File: src/rtl/byc_pkg.sv
// Shared types and constants of the BGR to YUV 4:2:0 converter.
// Used by the channel interfaces and every module of the block.
`default_nettype none

package byc_pkg;

    localparam int PIX_W = 8;
    localparam int CFG_W = 13;
    localparam int CFG_IDX_W = 1;
    localparam int SUM_W = 18;
    localparam int QUEUE_DEPTH = 2;
    localparam int QPTR_W = (QUEUE_DEPTH > 1) ? $clog2(QUEUE_DEPTH) : 1;
    localparam int QCNT_W = $clog2(QUEUE_DEPTH + 1);

    typedef logic [PIX_W-1:0] pix_t;
    typedef logic [CFG_W-1:0] cfg_t;
    typedef logic [CFG_IDX_W-1:0] cfg_idx_t;
    typedef logic signed [SUM_W-1:0] sum_t;

    localparam cfg_idx_t REG_FRAME_WIDTH = 1'd0;
    localparam cfg_idx_t REG_FRAME_HEIGHT = 1'd1;

    localparam cfg_t FRAME_WIDTH_RESET = 13'd320;
    localparam cfg_t FRAME_HEIGHT_RESET = 13'd240;

    localparam sum_t Y_R = 18'sd66;
    localparam sum_t Y_G = 18'sd129;
    localparam sum_t Y_B = 18'sd25;
    localparam sum_t U_R = 18'sd38;
    localparam sum_t U_G = 18'sd74;
    localparam sum_t U_B = 18'sd112;
    localparam sum_t V_R = 18'sd112;
    localparam sum_t V_G = 18'sd94;
    localparam sum_t V_B = 18'sd18;

    localparam pix_t LUMA_BIAS = 8'd16;
    localparam pix_t CHROMA_BIAS = 8'd128;
    localparam int FRAC_BITS = 8;

    typedef struct packed {
        pix_t blue;
        pix_t green;
        pix_t red;
        logic chroma_present;
        logic line_end;
        logic frame_end;
    } byc_item_t;

endpackage

`default_nettype wire

File: src/rtl/byc_pixel_if.sv
// Channel interfaces of the converter: BGR pixel in, YUV result out.
// Depends on byc_pkg.
`default_nettype none

interface byc_pixel_if;
    import byc_pkg::*;

    logic valid;
    logic ready;
    pix_t blue;
    pix_t green;
    pix_t red;

    modport source (output valid, output blue, output green, output red, input ready);
    modport sink (input valid, input blue, input green, input red, output ready);
endinterface

interface byc_yuv_if;
    import byc_pkg::*;

    logic valid;
    logic ready;
    pix_t luma;
    pix_t chroma_u;
    pix_t chroma_v;
    logic chroma_present;
    logic line_end;
    logic frame_end;

    modport source (
        output valid, output luma, output chroma_u, output chroma_v,
        output chroma_present, output line_end, output frame_end,
        input ready
    );
    modport sink (
        input valid, input luma, input chroma_u, input chroma_v,
        input chroma_present, input line_end, input frame_end,
        output ready
    );
endinterface

`default_nettype wire

File: src/rtl/byc_front.sv
// Front end: accepts pixels, tracks column and row, tags chroma and line/frame ends.
// Depends on byc_pkg and byc_pixel_if; feeds byc_queue.
`default_nettype none

module byc_front #(
    parameter int MAX_DIMENSION = 4096
) (
    input  wire logic              clk,
    input  wire logic              rst_n,
    input  wire byc_pkg::cfg_t     frame_width,
    input  wire byc_pkg::cfg_t     frame_height,
    byc_pixel_if.sink              pixel,
    input  wire logic              queue_full,
    output logic                   push,
    output byc_pkg::byc_item_t     push_item
);
    import byc_pkg::*;

    localparam int DIM_W = $clog2(MAX_DIMENSION + 1);
    localparam int SZ_W = (CFG_W > DIM_W) ? CFG_W : DIM_W;
    localparam int POS_W = $clog2(MAX_DIMENSION);
    localparam logic [SZ_W-1:0] TOP_SIZE = SZ_W'(MAX_DIMENSION - (MAX_DIMENSION % 2));
    localparam logic [SZ_W-1:0] MIN_SIZE = SZ_W'(2);

    logic [POS_W-1:0] col_reg, col_next;
    logic [POS_W-1:0] row_reg, row_next;
    logic [SZ_W-1:0]  width_even, height_even, eff_width, eff_height;
    logic             chroma, lend, fend;

    always_comb
    begin
        width_even = SZ_W'(frame_width) & ~SZ_W'(1);
        height_even = SZ_W'(frame_height) & ~SZ_W'(1);
        if (width_even < MIN_SIZE)
            eff_width = MIN_SIZE;
        else if (width_even > TOP_SIZE)
            eff_width = TOP_SIZE;
        else
            eff_width = width_even;
        if (height_even < MIN_SIZE)
            eff_height = MIN_SIZE;
        else if (height_even > TOP_SIZE)
            eff_height = TOP_SIZE;
        else
            eff_height = height_even;
    end

    assign chroma = !col_reg[0] && !row_reg[0];
    assign lend = SZ_W'(col_reg) >= (eff_width - SZ_W'(1));
    assign fend = lend && (SZ_W'(row_reg) >= (eff_height - SZ_W'(1)));

    assign pixel.ready = !queue_full;
    assign push = pixel.valid && !queue_full;

    always_comb
    begin
        push_item.blue = pixel.blue;
        push_item.green = pixel.green;
        push_item.red = pixel.red;
        push_item.chroma_present = chroma;
        push_item.line_end = lend;
        push_item.frame_end = fend;
    end

    always_comb
    begin
        col_next = col_reg;
        row_next = row_reg;
        if (push)
        begin
            if (lend)
            begin
                col_next = '0;
                row_next = fend ? '0 : row_reg + POS_W'(1);
            end
            else
            begin
                col_next = col_reg + POS_W'(1);
            end
        end
    end

    always_ff @(posedge clk or negedge rst_n)
    begin
        if (!rst_n)
        begin
            col_reg <= '0;
            row_reg <= '0;
        end
        else
        begin
            col_reg <= col_next;
            row_reg <= row_next;
        end
    end

    a_lend_wraps: assert property (@(posedge clk) disable iff (!rst_n)
        push && lend |=> col_reg == '0)
        else $error("column did not wrap after line end");

    a_fend_wraps: assert property (@(posedge clk) disable iff (!rst_n)
        push && fend |=> row_reg == '0)
        else $error("row did not wrap after frame end");

endmodule

`default_nettype wire

File: src/rtl/byc_queue.sv
// Short queue between front and back end of the converter.
// Depends on byc_pkg.
`default_nettype none

module byc_queue (
    input  wire logic               clk,
    input  wire logic               rst_n,
    input  wire logic               push,
    input  wire byc_pkg::byc_item_t push_item,
    output logic                    full,
    input  wire logic               pop,
    output byc_pkg::byc_item_t      pop_item,
    output logic                    empty
);
    import byc_pkg::*;

    byc_item_t         mem_reg [QUEUE_DEPTH];
    logic [QPTR_W-1:0] wr_ptr_reg, wr_ptr_next;
    logic [QPTR_W-1:0] rd_ptr_reg, rd_ptr_next;
    logic [QCNT_W-1:0] count_reg, count_next;

    function automatic logic [QPTR_W-1:0] ptr_inc(input logic [QPTR_W-1:0] p);
        logic [QPTR_W-1:0] r;
        if (p == QPTR_W'(QUEUE_DEPTH - 1))
            r = '0;
        else
            r = p + QPTR_W'(1);
        return r;
    endfunction

    assign full = count_reg == QCNT_W'(QUEUE_DEPTH);
    assign empty = count_reg == '0;
    assign pop_item = mem_reg[rd_ptr_reg];

    always_comb
    begin
        wr_ptr_next = push ? ptr_inc(wr_ptr_reg) : wr_ptr_reg;
        rd_ptr_next = pop ? ptr_inc(rd_ptr_reg) : rd_ptr_reg;
        count_next = count_reg;
        if (push && !pop)
            count_next = count_reg + QCNT_W'(1);
        else if (pop && !push)
            count_next = count_reg - QCNT_W'(1);
    end

    always_ff @(posedge clk or negedge rst_n)
    begin
        if (!rst_n)
        begin
            wr_ptr_reg <= '0;
            rd_ptr_reg <= '0;
            count_reg <= '0;
        end
        else
        begin
            wr_ptr_reg <= wr_ptr_next;
            rd_ptr_reg <= rd_ptr_next;
            count_reg <= count_next;
        end
    end

    always_ff @(posedge clk)
    begin
        if (push)
            mem_reg[wr_ptr_reg] <= push_item;
    end

    a_no_overflow: assert property (@(posedge clk) disable iff (!rst_n)
        push |-> !full)
        else $error("push into full queue");

    a_no_underflow: assert property (@(posedge clk) disable iff (!rst_n)
        pop |-> !empty)
        else $error("pop from empty queue");

endmodule

`default_nettype wire

File: src/rtl/byc_back.sv
// Back end: BT.601 color sums, shift and bias, and the output register.
// Depends on byc_pkg and byc_yuv_if; fed by byc_queue.
`default_nettype none

module byc_back (
    input  wire logic               clk,
    input  wire logic               rst_n,
    input  wire logic               item_valid,
    input  wire byc_pkg::byc_item_t item,
    output logic                    pop,
    byc_yuv_if.source               yuv
);
    import byc_pkg::*;

    logic      s1_valid_reg, s1_valid_next;
    logic      out_valid_reg, out_valid_next;
    logic      out_free, s1_adv;
    sum_t      r_s, g_s, b_s;
    sum_t      y_sum, u_sum, v_sum;
    sum_t      y_sum_reg, u_sum_reg, v_sum_reg;
    byc_item_t s1_item_reg;
    sum_t      y_sh, u_sh, v_sh;
    pix_t      luma_reg, chroma_u_reg, chroma_v_reg;
    logic      chroma_present_reg, line_end_reg, frame_end_reg;

    assign out_free = !out_valid_reg || yuv.ready;
    assign s1_adv = !s1_valid_reg || out_free;
    assign pop = item_valid && s1_adv;

    assign r_s = SUM_W'(item.red);
    assign g_s = SUM_W'(item.green);
    assign b_s = SUM_W'(item.blue);
    assign y_sum = Y_R * r_s + Y_G * g_s + Y_B * b_s;
    assign u_sum = U_B * b_s - U_R * r_s - U_G * g_s;
    assign v_sum = V_R * r_s - V_G * g_s - V_B * b_s;

    assign y_sh = y_sum_reg >>> FRAC_BITS;
    assign u_sh = u_sum_reg >>> FRAC_BITS;
    assign v_sh = v_sum_reg >>> FRAC_BITS;

    always_comb
    begin
        s1_valid_next = s1_adv ? item_valid : s1_valid_reg;
        out_valid_next = out_free ? s1_valid_reg : out_valid_reg;
    end

    always_ff @(posedge clk or negedge rst_n)
    begin
        if (!rst_n)
        begin
            s1_valid_reg <= 1'b0;
            out_valid_reg <= 1'b0;
        end
        else
        begin
            s1_valid_reg <= s1_valid_next;
            out_valid_reg <= out_valid_next;
        end
    end

    always_ff @(posedge clk)
    begin
        if (pop)
        begin
            y_sum_reg <= y_sum;
            u_sum_reg <= u_sum;
            v_sum_reg <= v_sum;
            s1_item_reg <= item;
        end
        if (out_free && s1_valid_reg)
        begin
            luma_reg <= y_sh[PIX_W-1:0] + LUMA_BIAS;
            chroma_u_reg <= s1_item_reg.chroma_present ?
                            u_sh[PIX_W-1:0] + CHROMA_BIAS : '0;
            chroma_v_reg <= s1_item_reg.chroma_present ?
                            v_sh[PIX_W-1:0] + CHROMA_BIAS : '0;
            chroma_present_reg <= s1_item_reg.chroma_present;
            line_end_reg <= s1_item_reg.line_end;
            frame_end_reg <= s1_item_reg.frame_end;
        end
    end

    assign yuv.valid = out_valid_reg;
    assign yuv.luma = luma_reg;
    assign yuv.chroma_u = chroma_u_reg;
    assign yuv.chroma_v = chroma_v_reg;
    assign yuv.chroma_present = chroma_present_reg;
    assign yuv.line_end = line_end_reg;
    assign yuv.frame_end = frame_end_reg;

    a_hold_on_stall: assert property (@(posedge clk) disable iff (!rst_n)
        out_valid_reg && !yuv.ready |=> out_valid_reg && $stable(luma_reg))
        else $error("result changed while stalled");

    a_fend_has_lend: assert property (@(posedge clk) disable iff (!rst_n)
        out_valid_reg && frame_end_reg |-> line_end_reg)
        else $error("frame end without line end");

endmodule

`default_nettype wire

File: src/rtl/bgr_to_yuv420_converter.sv
// BGR to YUV 4:2:0 converter, BT.601 integer coefficients.
// Channels: pixel (sink) takes one blue/green/red pixel per transfer in raster
// order; yuv (source) gives one result per pixel: luma, chroma_u/chroma_v with
// chroma_present at even columns of even rows (else chroma is zero), and
// line_end/frame_end on the last pixel of a line and of the frame.
// Configuration: cfg_wr_en/cfg_index/cfg_wdata write frame_width (index 0)
// and frame_height (index 1); write them only while no pixel is in flight.
// Odd sizes round down to even, and sizes clamp to 2..MAX_DIMENSION.
// Each pixel passes the queue, the sum register and the result register in turn.
// Throughput: one pixel per clock while yuv.ready is high, set by the color
// datapath and the two-entry queue between the position tracker and the datapath.
// Reset: sizes return to 320 x 240, column and row to zero, pipeline empties.
// Stall: the result register holds while yuv.ready is low; up to four pixels
// are buffered before pixel.ready drops.
// Depends on byc_pkg, byc_pixel_if, byc_front, byc_queue and byc_back.
`default_nettype none

module bgr_to_yuv420_converter #(
    parameter int MAX_DIMENSION = 4096
) (
    input  wire logic              clk,
    input  wire logic              rst_n,
    input  wire logic              cfg_wr_en,
    input  wire byc_pkg::cfg_idx_t cfg_index,
    input  wire byc_pkg::cfg_t     cfg_wdata,
    byc_pixel_if.sink              pixel,
    byc_yuv_if.source              yuv
);
    import byc_pkg::*;

    cfg_t      frame_width_reg;
    cfg_t      frame_height_reg;
    logic      push, pop, queue_full, queue_empty;
    byc_item_t push_item, pop_item;

    always_ff @(posedge clk or negedge rst_n)
    begin
        if (!rst_n)
        begin
            frame_width_reg <= FRAME_WIDTH_RESET;
            frame_height_reg <= FRAME_HEIGHT_RESET;
        end
        else if (cfg_wr_en)
        begin
            case (cfg_index)
                REG_FRAME_WIDTH:  frame_width_reg <= cfg_wdata;
                REG_FRAME_HEIGHT: frame_height_reg <= cfg_wdata;
                default:          ;
            endcase
        end
    end

    byc_front #(
        .MAX_DIMENSION (MAX_DIMENSION)
    ) u_front (
        .clk          (clk),
        .rst_n        (rst_n),
        .frame_width  (frame_width_reg),
        .frame_height (frame_height_reg),
        .pixel        (pixel),
        .queue_full   (queue_full),
        .push         (push),
        .push_item    (push_item)
    );

    byc_queue u_queue (
        .clk       (clk),
        .rst_n     (rst_n),
        .push      (push),
        .push_item (push_item),
        .full      (queue_full),
        .pop       (pop),
        .pop_item  (pop_item),
        .empty     (queue_empty)
    );

    byc_back u_back (
        .clk        (clk),
        .rst_n      (rst_n),
        .item_valid (!queue_empty),
        .item       (pop_item),
        .pop        (pop),
        .yuv        (yuv)
    );

endmodule

`default_nettype wire

File: src/flat_wrapper.sv
// flat-port wrapper written by rule: the top's interface ports become plain ports
module bgr_to_yuv420_converter_flat import byc_pkg::*;
#(
    parameter int MAX_DIMENSION = 4096
)
  (clk, rst_n, cfg_wr_en, cfg_index, cfg_wdata, pixel_valid, pixel_blue, pixel_green, pixel_red, pixel_ready, yuv_valid, yuv_luma, yuv_chroma_u, yuv_chroma_v, yuv_chroma_present, yuv_line_end, yuv_frame_end, yuv_ready);
  byc_pixel_if pixel_i ();
  byc_yuv_if yuv_i ();
  input  wire logic clk;
  input  wire logic rst_n;
  input  wire logic cfg_wr_en;
  input  wire byc_pkg::cfg_idx_t cfg_index;
  input  wire byc_pkg::cfg_t cfg_wdata;
  input wire logic [$bits(pixel_i.valid)-1:0] pixel_valid;
  input wire logic [$bits(pixel_i.blue)-1:0] pixel_blue;
  input wire logic [$bits(pixel_i.green)-1:0] pixel_green;
  input wire logic [$bits(pixel_i.red)-1:0] pixel_red;
  output wire logic [$bits(pixel_i.ready)-1:0] pixel_ready;
  output wire logic [$bits(yuv_i.valid)-1:0] yuv_valid;
  output wire logic [$bits(yuv_i.luma)-1:0] yuv_luma;
  output wire logic [$bits(yuv_i.chroma_u)-1:0] yuv_chroma_u;
  output wire logic [$bits(yuv_i.chroma_v)-1:0] yuv_chroma_v;
  output wire logic [$bits(yuv_i.chroma_present)-1:0] yuv_chroma_present;
  output wire logic [$bits(yuv_i.line_end)-1:0] yuv_line_end;
  output wire logic [$bits(yuv_i.frame_end)-1:0] yuv_frame_end;
  input wire logic [$bits(yuv_i.ready)-1:0] yuv_ready;
  assign pixel_i.valid = pixel_valid;
  assign pixel_i.blue = pixel_blue;
  assign pixel_i.green = pixel_green;
  assign pixel_i.red = pixel_red;
  assign pixel_ready = pixel_i.ready;
  assign yuv_valid = yuv_i.valid;
  assign yuv_luma = yuv_i.luma;
  assign yuv_chroma_u = yuv_i.chroma_u;
  assign yuv_chroma_v = yuv_i.chroma_v;
  assign yuv_chroma_present = yuv_i.chroma_present;
  assign yuv_line_end = yuv_i.line_end;
  assign yuv_frame_end = yuv_i.frame_end;
  assign yuv_i.ready = yuv_ready;
  bgr_to_yuv420_converter #(.MAX_DIMENSION(MAX_DIMENSION)) u_core (.clk(clk), .rst_n(rst_n), .cfg_wr_en(cfg_wr_en), .cfg_index(cfg_index), .cfg_wdata(cfg_wdata), .pixel(pixel_i), .yuv(yuv_i));
endmodule
File: config.mk
export PLATFORM = sky130hd
export DESIGN_NAME = bgr_to_yuv420_converter_flat
export DESIGN_NICKNAME = d
export VERILOG_FILES = /design/src/rtl/byc_pkg.sv /design/src/rtl/byc_pixel_if.sv /design/src/rtl/byc_front.sv /design/src/rtl/byc_queue.sv /design/src/rtl/byc_back.sv /design/src/rtl/bgr_to_yuv420_converter.sv /design/src/flat_wrapper.sv
export SDC_FILE = /design/constraint.sdc
export NUM_CORES = 1
export LEC_CHECK = 0
export ABC_AREA = 1
export BUFFER_PORTS_ARGS = -buffer_cell sky130_fd_sc_hd__buf_2
export CAP_MARGIN = 25
export CORE_MARGIN = 8
export CORE_UTILIZATION = 51
export DETAILED_ROUTE_END_ITERATION = 10
export GPL_TIMING_DRIVEN = 0
export PLACE_DENSITY = 0.71
export SLEW_MARGIN = 15
export SYNTH_ARGS = -nofsm -noshare
export SYNTH_HDL_FRONTEND = slang
export SYNTH_SLANG_ARGS = --single-unit
File: constraint.sdc
create_clock -name clk -period 5.1 [get_ports clk]
set_input_delay 0.51 -clock clk [delete_from_list [all_inputs] [get_ports clk]]
set_output_delay 0.51 -clock clk [all_outputs]
set_load 0.02 [all_outputs]
==> reports/results.ini, run 1 <==
[clock_tree]
cts.clk_slew.worst_paths_ps = 60
ctsHoldBuffers = 0
cts.sinks = 162
htree_levels = 4
clock_path_buffers = 2
cts_buffers = 17
cts_tree = built
clockRootBuffer = clkbuf_16
clk_latency_ps = 450

[sta]
worst_slew_pin_slew_ps = 834
tns_ps = -1300
clock-skew-final_ps = 21.7
finalCriticalPeriod_ps = 5310
hold_viol = 0
setup_viol = 15
final.setup.worst_slack_ps = -214
final_max_slew_viol_count = 0
slew_headroom = 0.443
holdWs_ps = 128
fmax_mhz = 188
rsz0062_at_grt = true
timing.final.crit_share = 1.04

[final_layout]
diodes = 0
syn_to_final_growth_pct = 19.1
fill_cells = 2416
design_area_mm2 = 0.0177
largest_reg_flops = 54
drive_gt1_frac = 0.181
nets = 2190

[setup_path]
worst-r2r-setup-slack_ps = -210
arrival_ps = 5510
start_kind = flop
cp_max_fo = 10
critical_path_required_ps = 5300
critPathKind = flop to flop
end_kind = flop
crit_chain = buf_6 > clkbuf_4 > o21ai_4 > inv_4 > ha_4 > xor2_2 > fa_1 > inv_2 > fa_1 > inv_2 > ha_4 > a21oi_4 > o21ai_4 > a21oi_2 > o21bai_1 > xor2_1 > fa_1 > inv_2 > ha_4 > nand2_2 > nor3_4 > nand3b_1 > nand3b_1 > nand2_1
cp_slowest_cell = fa_1
max_stage_delay_ps = 530

[synth]
syn-num-nets = 2050
synth_top_cells_by_area = edfxtp_1 22%, ha_1 18%, fa_1 11%
synth_flop_cell = edfxtp_1
async_flop_share = 0.333
synth_top_area_share = 0.218
synth_enable_flop_cells = 108
syn_area_mm2 = 0.0148
synth.most_common_cell = nand2_1
ys_types = 42
synth_commonest_cells = 332 x nand2_1, 319 x inv_1, 212 x ha_1
yosys_warnings = 0
synth_area_per_cell_um2 = 8.66
synth_seq_cells = 162
synth_sequential_area_ratio = 0.310
yosys.area.top_type = edfxtp_1
synth_cells = 1713

[floorplanning]
die_area_mm2 = 0.0348
io_pins = 72
start_util = 0.517
num_rows = 62
coreArea_mm2 = 0.0287
die_w_um = 187
die_h_um = 187

[detailed_routing]
dr.pass1.iters = 5
drtAntennaViolNets = 0
vias = 12000
drt_iter0_drc = 792
viasPerCell = 5.34
wl_per_cell_um = 16.3
drt-total-wl_um = 36600
drc = 0

[place]
gp_congestion = 0.894
hpwl_um = 27500
placed_cell_area_mm2 = 0.0160
io_buffers = 70

[global_route]
grt_pass1_vias = 12000
grt_first_pass_wirelength_um = 59100
antenna_found_initial = 0
grt-ovfl-total = 0
grt_max_degree = 55
grt_usage = 0.207

[flow_run]
drv_cap = 0

[run_status]
status = finished, violations left
violations = negative setup slack

[hold_path]
hold_path_class = input port to async pin

## worst max-delay path, delay by kind of cell (launching register included)
| family | cells | cell delay, ps |
|---|---|---|
| AO/OA/AOI/OAI | 5 | 770 |
| buffers and inverters | 6 | 620 |
| AND/OR/NAND/NOR | 5 | 550 |
| XOR/XNOR | 2 | 300 |
| flip-flops | 1 | 380 |
| adder cells (fa/ha/maj) | 6 | 2430 |
## per-stage QoR
step / cells / util / worst slack [ps]
finish: 2250 / 0.616 / -214
global route: 2250 / 0.616 / -440
CTS: 2242 / 0.603 / -201
detailed placement: 2169 / 0.557 / -984
global placement: 2167 / 0.554 / -968
floorplan: 1713 / - / 4.52
## cells by family after synthesis
family,share of synthesized area
simple gates,0.166
buf+inv,0.0891
fa+ha+maj,0.289
compound gates,0.0927
flops,0.310
xor+xnor,0.0525
## layer usage
layer  share of wire  up-vias  track usage  routed length, µm
li1                -     5891            -                  -
met1            0.44     5765        0.263              16200
met2            0.49      303        0.359              17900
met3           0.046       59       0.0295               1690
met4           0.022        0       0.0669                798
met5               0        -            0                  0
## path summary, 6_finish.rpt
check,from,endpoint,depth (start not counted)
min in group clk,pixel_red[6],u_core.u_queue.mem_reg[1][9],1
min reg2reg,u_core.u_back.y_sum_reg[9],u_core.u_back.yuv.luma[1],0
max,u_core.u_queue.rd_ptr_reg,u_core.u_back.v_sum_reg[15],24
max in group asynchronous,rst_n,u_core.u_front.row_reg[4],1
min,rst_n,u_core.frame_height_reg[11],1
max reg2reg,u_core.u_queue.rd_ptr_reg,u_core.u_back.v_sum_reg[15],24
## cell usage in the layout (no fill, tap or decap), types with 8 or more instances in the layout
cell         n
inv_2       13
a21oi_2     15
nand2_1    314
dfrtp_1     48
inv_1      298
clkbuf_1     9
nand3b_1     8
nor2_1      84
nand4_1     33
or2_2       17
a21o_1       8
a21oi_4     12
fa_1        80
xnor2_1     24
ha_4        26
xor2_1      60
nor3_1      14
o21ai_0     71
buf_4       52
nand3_1     63
clkbuf_16   19
a21oi_1     82
edfxtp_1   108
buf_2       72
nand2_2     16
o21ai_1      9
o21ai_4     10
ha_1       182
inv_4        9
o21ai_2      9
## layout make-up
type | instances | area [µm²] | share of cell area
multi-input combinational | 1209 | 9790 | 0.554
sequential | 162 | 4600 | 0.260
inverter | 322 | 1240 | 0.0703
timing repair buffer | 122 | 795 | 0.0449
clock buffer | 22 | 485 | 0.0275
tap | 384 | 480 | 0.0272
clock inverter | 10 | 146 | 0.00828
buffer | 19 | 138 | 0.00779
## timing repair
item                                    4_1_cts  5_1_grt
pin swaps                                    30       34
resized for setup                           103       63
gates cloned                                  1        0
setup buffers                                41        8
endpoints found under the setup margin       23       22
Power of run 1 is left out: the tool's default activity adds up to more than one toggle a clock period on the data nets, which glitch-free logic cannot reach.
==> run 2, diff against run 1 <==
--- a/config.mk
+++ b/config.mk
@@ -5,7 +5,6 @@
 export SDC_FILE = /design/constraint.sdc
 export NUM_CORES = 1
 export LEC_CHECK = 0
-export ABC_AREA = 1
 export BUFFER_PORTS_ARGS = -buffer_cell sky130_fd_sc_hd__buf_2
 export CAP_MARGIN = 25
 export CORE_MARGIN = 8
==> run 2 against run 1 <==
  * The run still ends with negative setup slack left
  * Clock skew fell by 7.1 ps
  * Fmax decreased by 3.9%
  * Register-to-register slack got worse by 210 ps
  * Largest cell class unchanged
==> reports/results.ini, run 2 <==
[detailed_routing]
drtAntennaViolNets = 0  ; unchanged
drc = 0  ; unchanged
vias = 9806  ; was 12.0k
viasPerCell = 5.48  ; was 5.34
dr.pass1.iters = 7  ; was 5
drt_iter0_drc = 527  ; was 792
drt-total-wl_um = 32500  ; was 36600 µm
wl_per_cell_um = 18.2  ; was 16.3 µm

[global_route]
grtUsageMet1 = 0.213  ; was 0.263
met2_usage = 0.355  ; was 0.359
grt_first_pass_wirelength_um = 49800  ; was 59100 µm
met3_usage = 0.0363  ; was 0.0295
grt-ovfl-total = 0  ; unchanged
grt_usage = 0.191  ; was 0.207
grt_max_degree = 55  ; unchanged
grt_pass1_vias = 10100  ; was 12.0k
top_usage_layer = met2  ; unchanged
antenna_found_initial = 1  ; was 0

[place]
placed_cell_area_mm2 = 0.0147  ; was 0.0160 mm²
io_buffers = 70  ; unchanged
hpwl_um = 22400  ; was 27500 µm
gp_congestion = 0.828  ; was 0.894

[synth]
syn_area_mm2 = 0.0136  ; was 0.0148 mm²
ys_types = 74  ; was 42
synth_commonest_cells = 212 x ha_1, 179 x inv_1, 108 x edfxtp_1  ; was 332 x nand2_1, 319 x inv_1, 212 x ha_1
synth_top_cells_by_area = edfxtp_1 24%, ha_1 19%, fa_1 12%  ; was edfxtp_1 22%, ha_1 18%, fa_1 11%
synth_seq_cells = 162  ; unchanged
synth_flop_cell = edfxtp_1  ; unchanged
synth_cells = 1251  ; was 1713
synth_top_area_share = 0.238  ; was 0.218
synth_sequential_area_ratio = 0.338  ; was 0.310
yosys_warnings = 0  ; unchanged
async_flop_share = 0.333  ; unchanged
syn-num-nets = 1588  ; was 2050
synth_area_per_cell_um2 = 10.9  ; was 8.66 µm²
synth_enable_flop_cells = 108  ; unchanged
yosys.area.top_type = edfxtp_1  ; unchanged
synth.most_common_cell = ha_1  ; was nand2_1

[final_layout]
final_common_cell = ha_1  ; was nand2_1
syn_to_final_growth_pct = 25.3  ; was 19.1%
utilization = 0.642  ; was 0.616
diodes = 0  ; unchanged
drive_gt1_frac = 0.292  ; was 0.181
final_cell_mix = 164 x ha_1, 151 x inv_1, 108 x edfxtp_1, 86 x buf_4, 78 x fa_1  ; was 314 x nand2_1, 298 x inv_1, 182 x ha_1, 108 x edfxtp_1, 84 x nor2_1
design_area_mm2 = 0.0171  ; was 0.0177 mm²
nets = 1773  ; was 2190
largest_reg_flops = 54  ; unchanged

[run_status]
status = finished, violations left  ; unchanged
violations = negative setup slack  ; unchanged

[clock_tree]
cts.sinks = 162  ; unchanged
clock_path_buffers = 2  ; unchanged
ctsHoldBuffers = 0  ; unchanged
htree_levels = 4  ; unchanged
cts.clk_slew.worst_paths_ps = 70  ; was 60 ps
cts_tree = built  ; unchanged
cts_buffers = 17  ; unchanged
clk_latency_ps = 440  ; was 450 ps
clockRootBuffer = clkbuf_16  ; unchanged

[floorplanning]
die_h_um = 179  ; was 187 µm
start_util = 0.512  ; was 0.517
die_area_mm2 = 0.0322  ; was 0.0348 mm²
io_pins = 72  ; unchanged
coreArea_mm2 = 0.0266  ; was 0.0287 mm²
die_w_um = 179  ; was 187 µm
num_rows = 60  ; was 62

[sta]
timing.final.crit_share = 1.08  ; was 1.04
finalCriticalPeriod_ps = 5530  ; was 5310 ps
worst_slew_pin_slew_ps = 735  ; was 834 ps
fmax_mhz = 181  ; was 188 MHz
clock-skew-final_ps = 14.6  ; was 21.7 ps
final_max_slew_viol_count = 0  ; unchanged
setup_viol = 12  ; was 15
hold_viol = 0  ; unchanged
rsz0062_at_grt = true  ; unchanged
final.setup.worst_slack_ps = -427  ; was -214 ps
slew_headroom = 0.509  ; was 0.443

[setup_path]
worst-r2r-setup-slack_ps = -430  ; was -210 ps
cp_max_fo = 7  ; was 10
r2r_cells = 23  ; was 24
critical_path_required_ps = 5290  ; was 5300 ps
arrival_ps = 5710  ; was 5510 ps
critPathKind = flop to flop  ; unchanged
start_kind = flop  ; unchanged
end_kind = flop  ; unchanged

[hold_path]
hold_path_class = input port to async pin  ; unchanged

[flow_run]
drv_cap = 0  ; unchanged

==> run 2: cell count changes after synthesis, moves of 35 or more <==
cell	change
nand2_1	-285
mux2_2	+35
xor2_1	-35
o21ai_0	-39
a21oi_1	-58
inv_1	-140
nand3_1	-51
==> run 2: timing repair <==
| action | CTS | global route |
|---|---|---|
| gates resized for setup | 82 | 109 |
| setup buffers | 39 | 55 |
| cloned | 1 | 0 |
| pin swaps | 28 | 65 |
| setup endpoints to repair | 23 | 21 |
==> run 2: final timing paths <==
| kind | to | startpoint |
|---|---|---|
| max in group asynchronous | u_core.u_front.row_reg[10] | rst_n |
| min reg2reg | u_core.u_back.yuv.luma[0] | u_core.u_back.y_sum_reg[8] |
| min | u_core.frame_width_reg[9] | rst_n |
| max reg2reg | u_core.u_back.v_sum_reg[15] | u_core.u_queue.rd_ptr_reg |
| max | u_core.u_back.v_sum_reg[15] | u_core.u_queue.rd_ptr_reg |
| min in group clk | u_core.u_queue.mem_reg[1][13] | pixel_green[2] |
==> run 2: final cells by class <==
class | instances | area, µm²
Fill cell | 1964 | 9520
Multi-Input combinational cell | 892 | 9380
Clock buffer | 18 | 439
Buffer | 17 | 129
Tap cell | 341 | 427
Clock inverter | 14 | 186
Sequential cell | 162 | 4600
Timing Repair Buffer | 166 | 1170
Inverter | 180 | 722
==> run 2: critical path: stages, from the launching register on <==
cell and delay, ps:
dfrtp_1 410, buf_12 170, buf_12 150, mux2i_4 200
buf_6 130, fa_1 490, inv_2 50, ha_4 260
fa_2 460, fa_2 420, a21o_1 180, a21oi_2 150
nor2b_1 70, o21a_1 220, o41ai_4 360, xnor2_1 130
fa_1 500, inv_2 50, ha_4 170, nor3_4 140
nand3_4 100, a31o_4 260, a21oi_2 140, xor2_1 80
==> run 2: kinds of logic after synthesis <==
logic type	count (synthesis)	synth area share
xor gates and xnor gates	86	0.0553
DFF	162	0.338
and+or+nand+nor	257	0.0986
AOI/OAI and AO/OA	202	0.0950
buffers and inverters	197	0.0556
muxes	52	0.0414
adders and majority gates	295	0.316
==> run 2: per-stage QoR <==
step	hold WS [ps]	setup slack (ps)	cells	TNS (ps)
finish	108	-427	1790	-2220
global route	159	-625	1790	-4710
CTS	131	-423	1736	-2510
detailed placement	409	-832	1664	-11130
global placement	407	-1390	1662	-18670
floorplan	214	-137	1251	-219
==> run 2: layer usage <==
layer  vias up  routed length, µm
met2       205              17300
met3        80               1280
met5         -                 10
li1       4690                  -
met1      4829              12600
met4         2               1280
Power of run 2 is left out for the same reason.
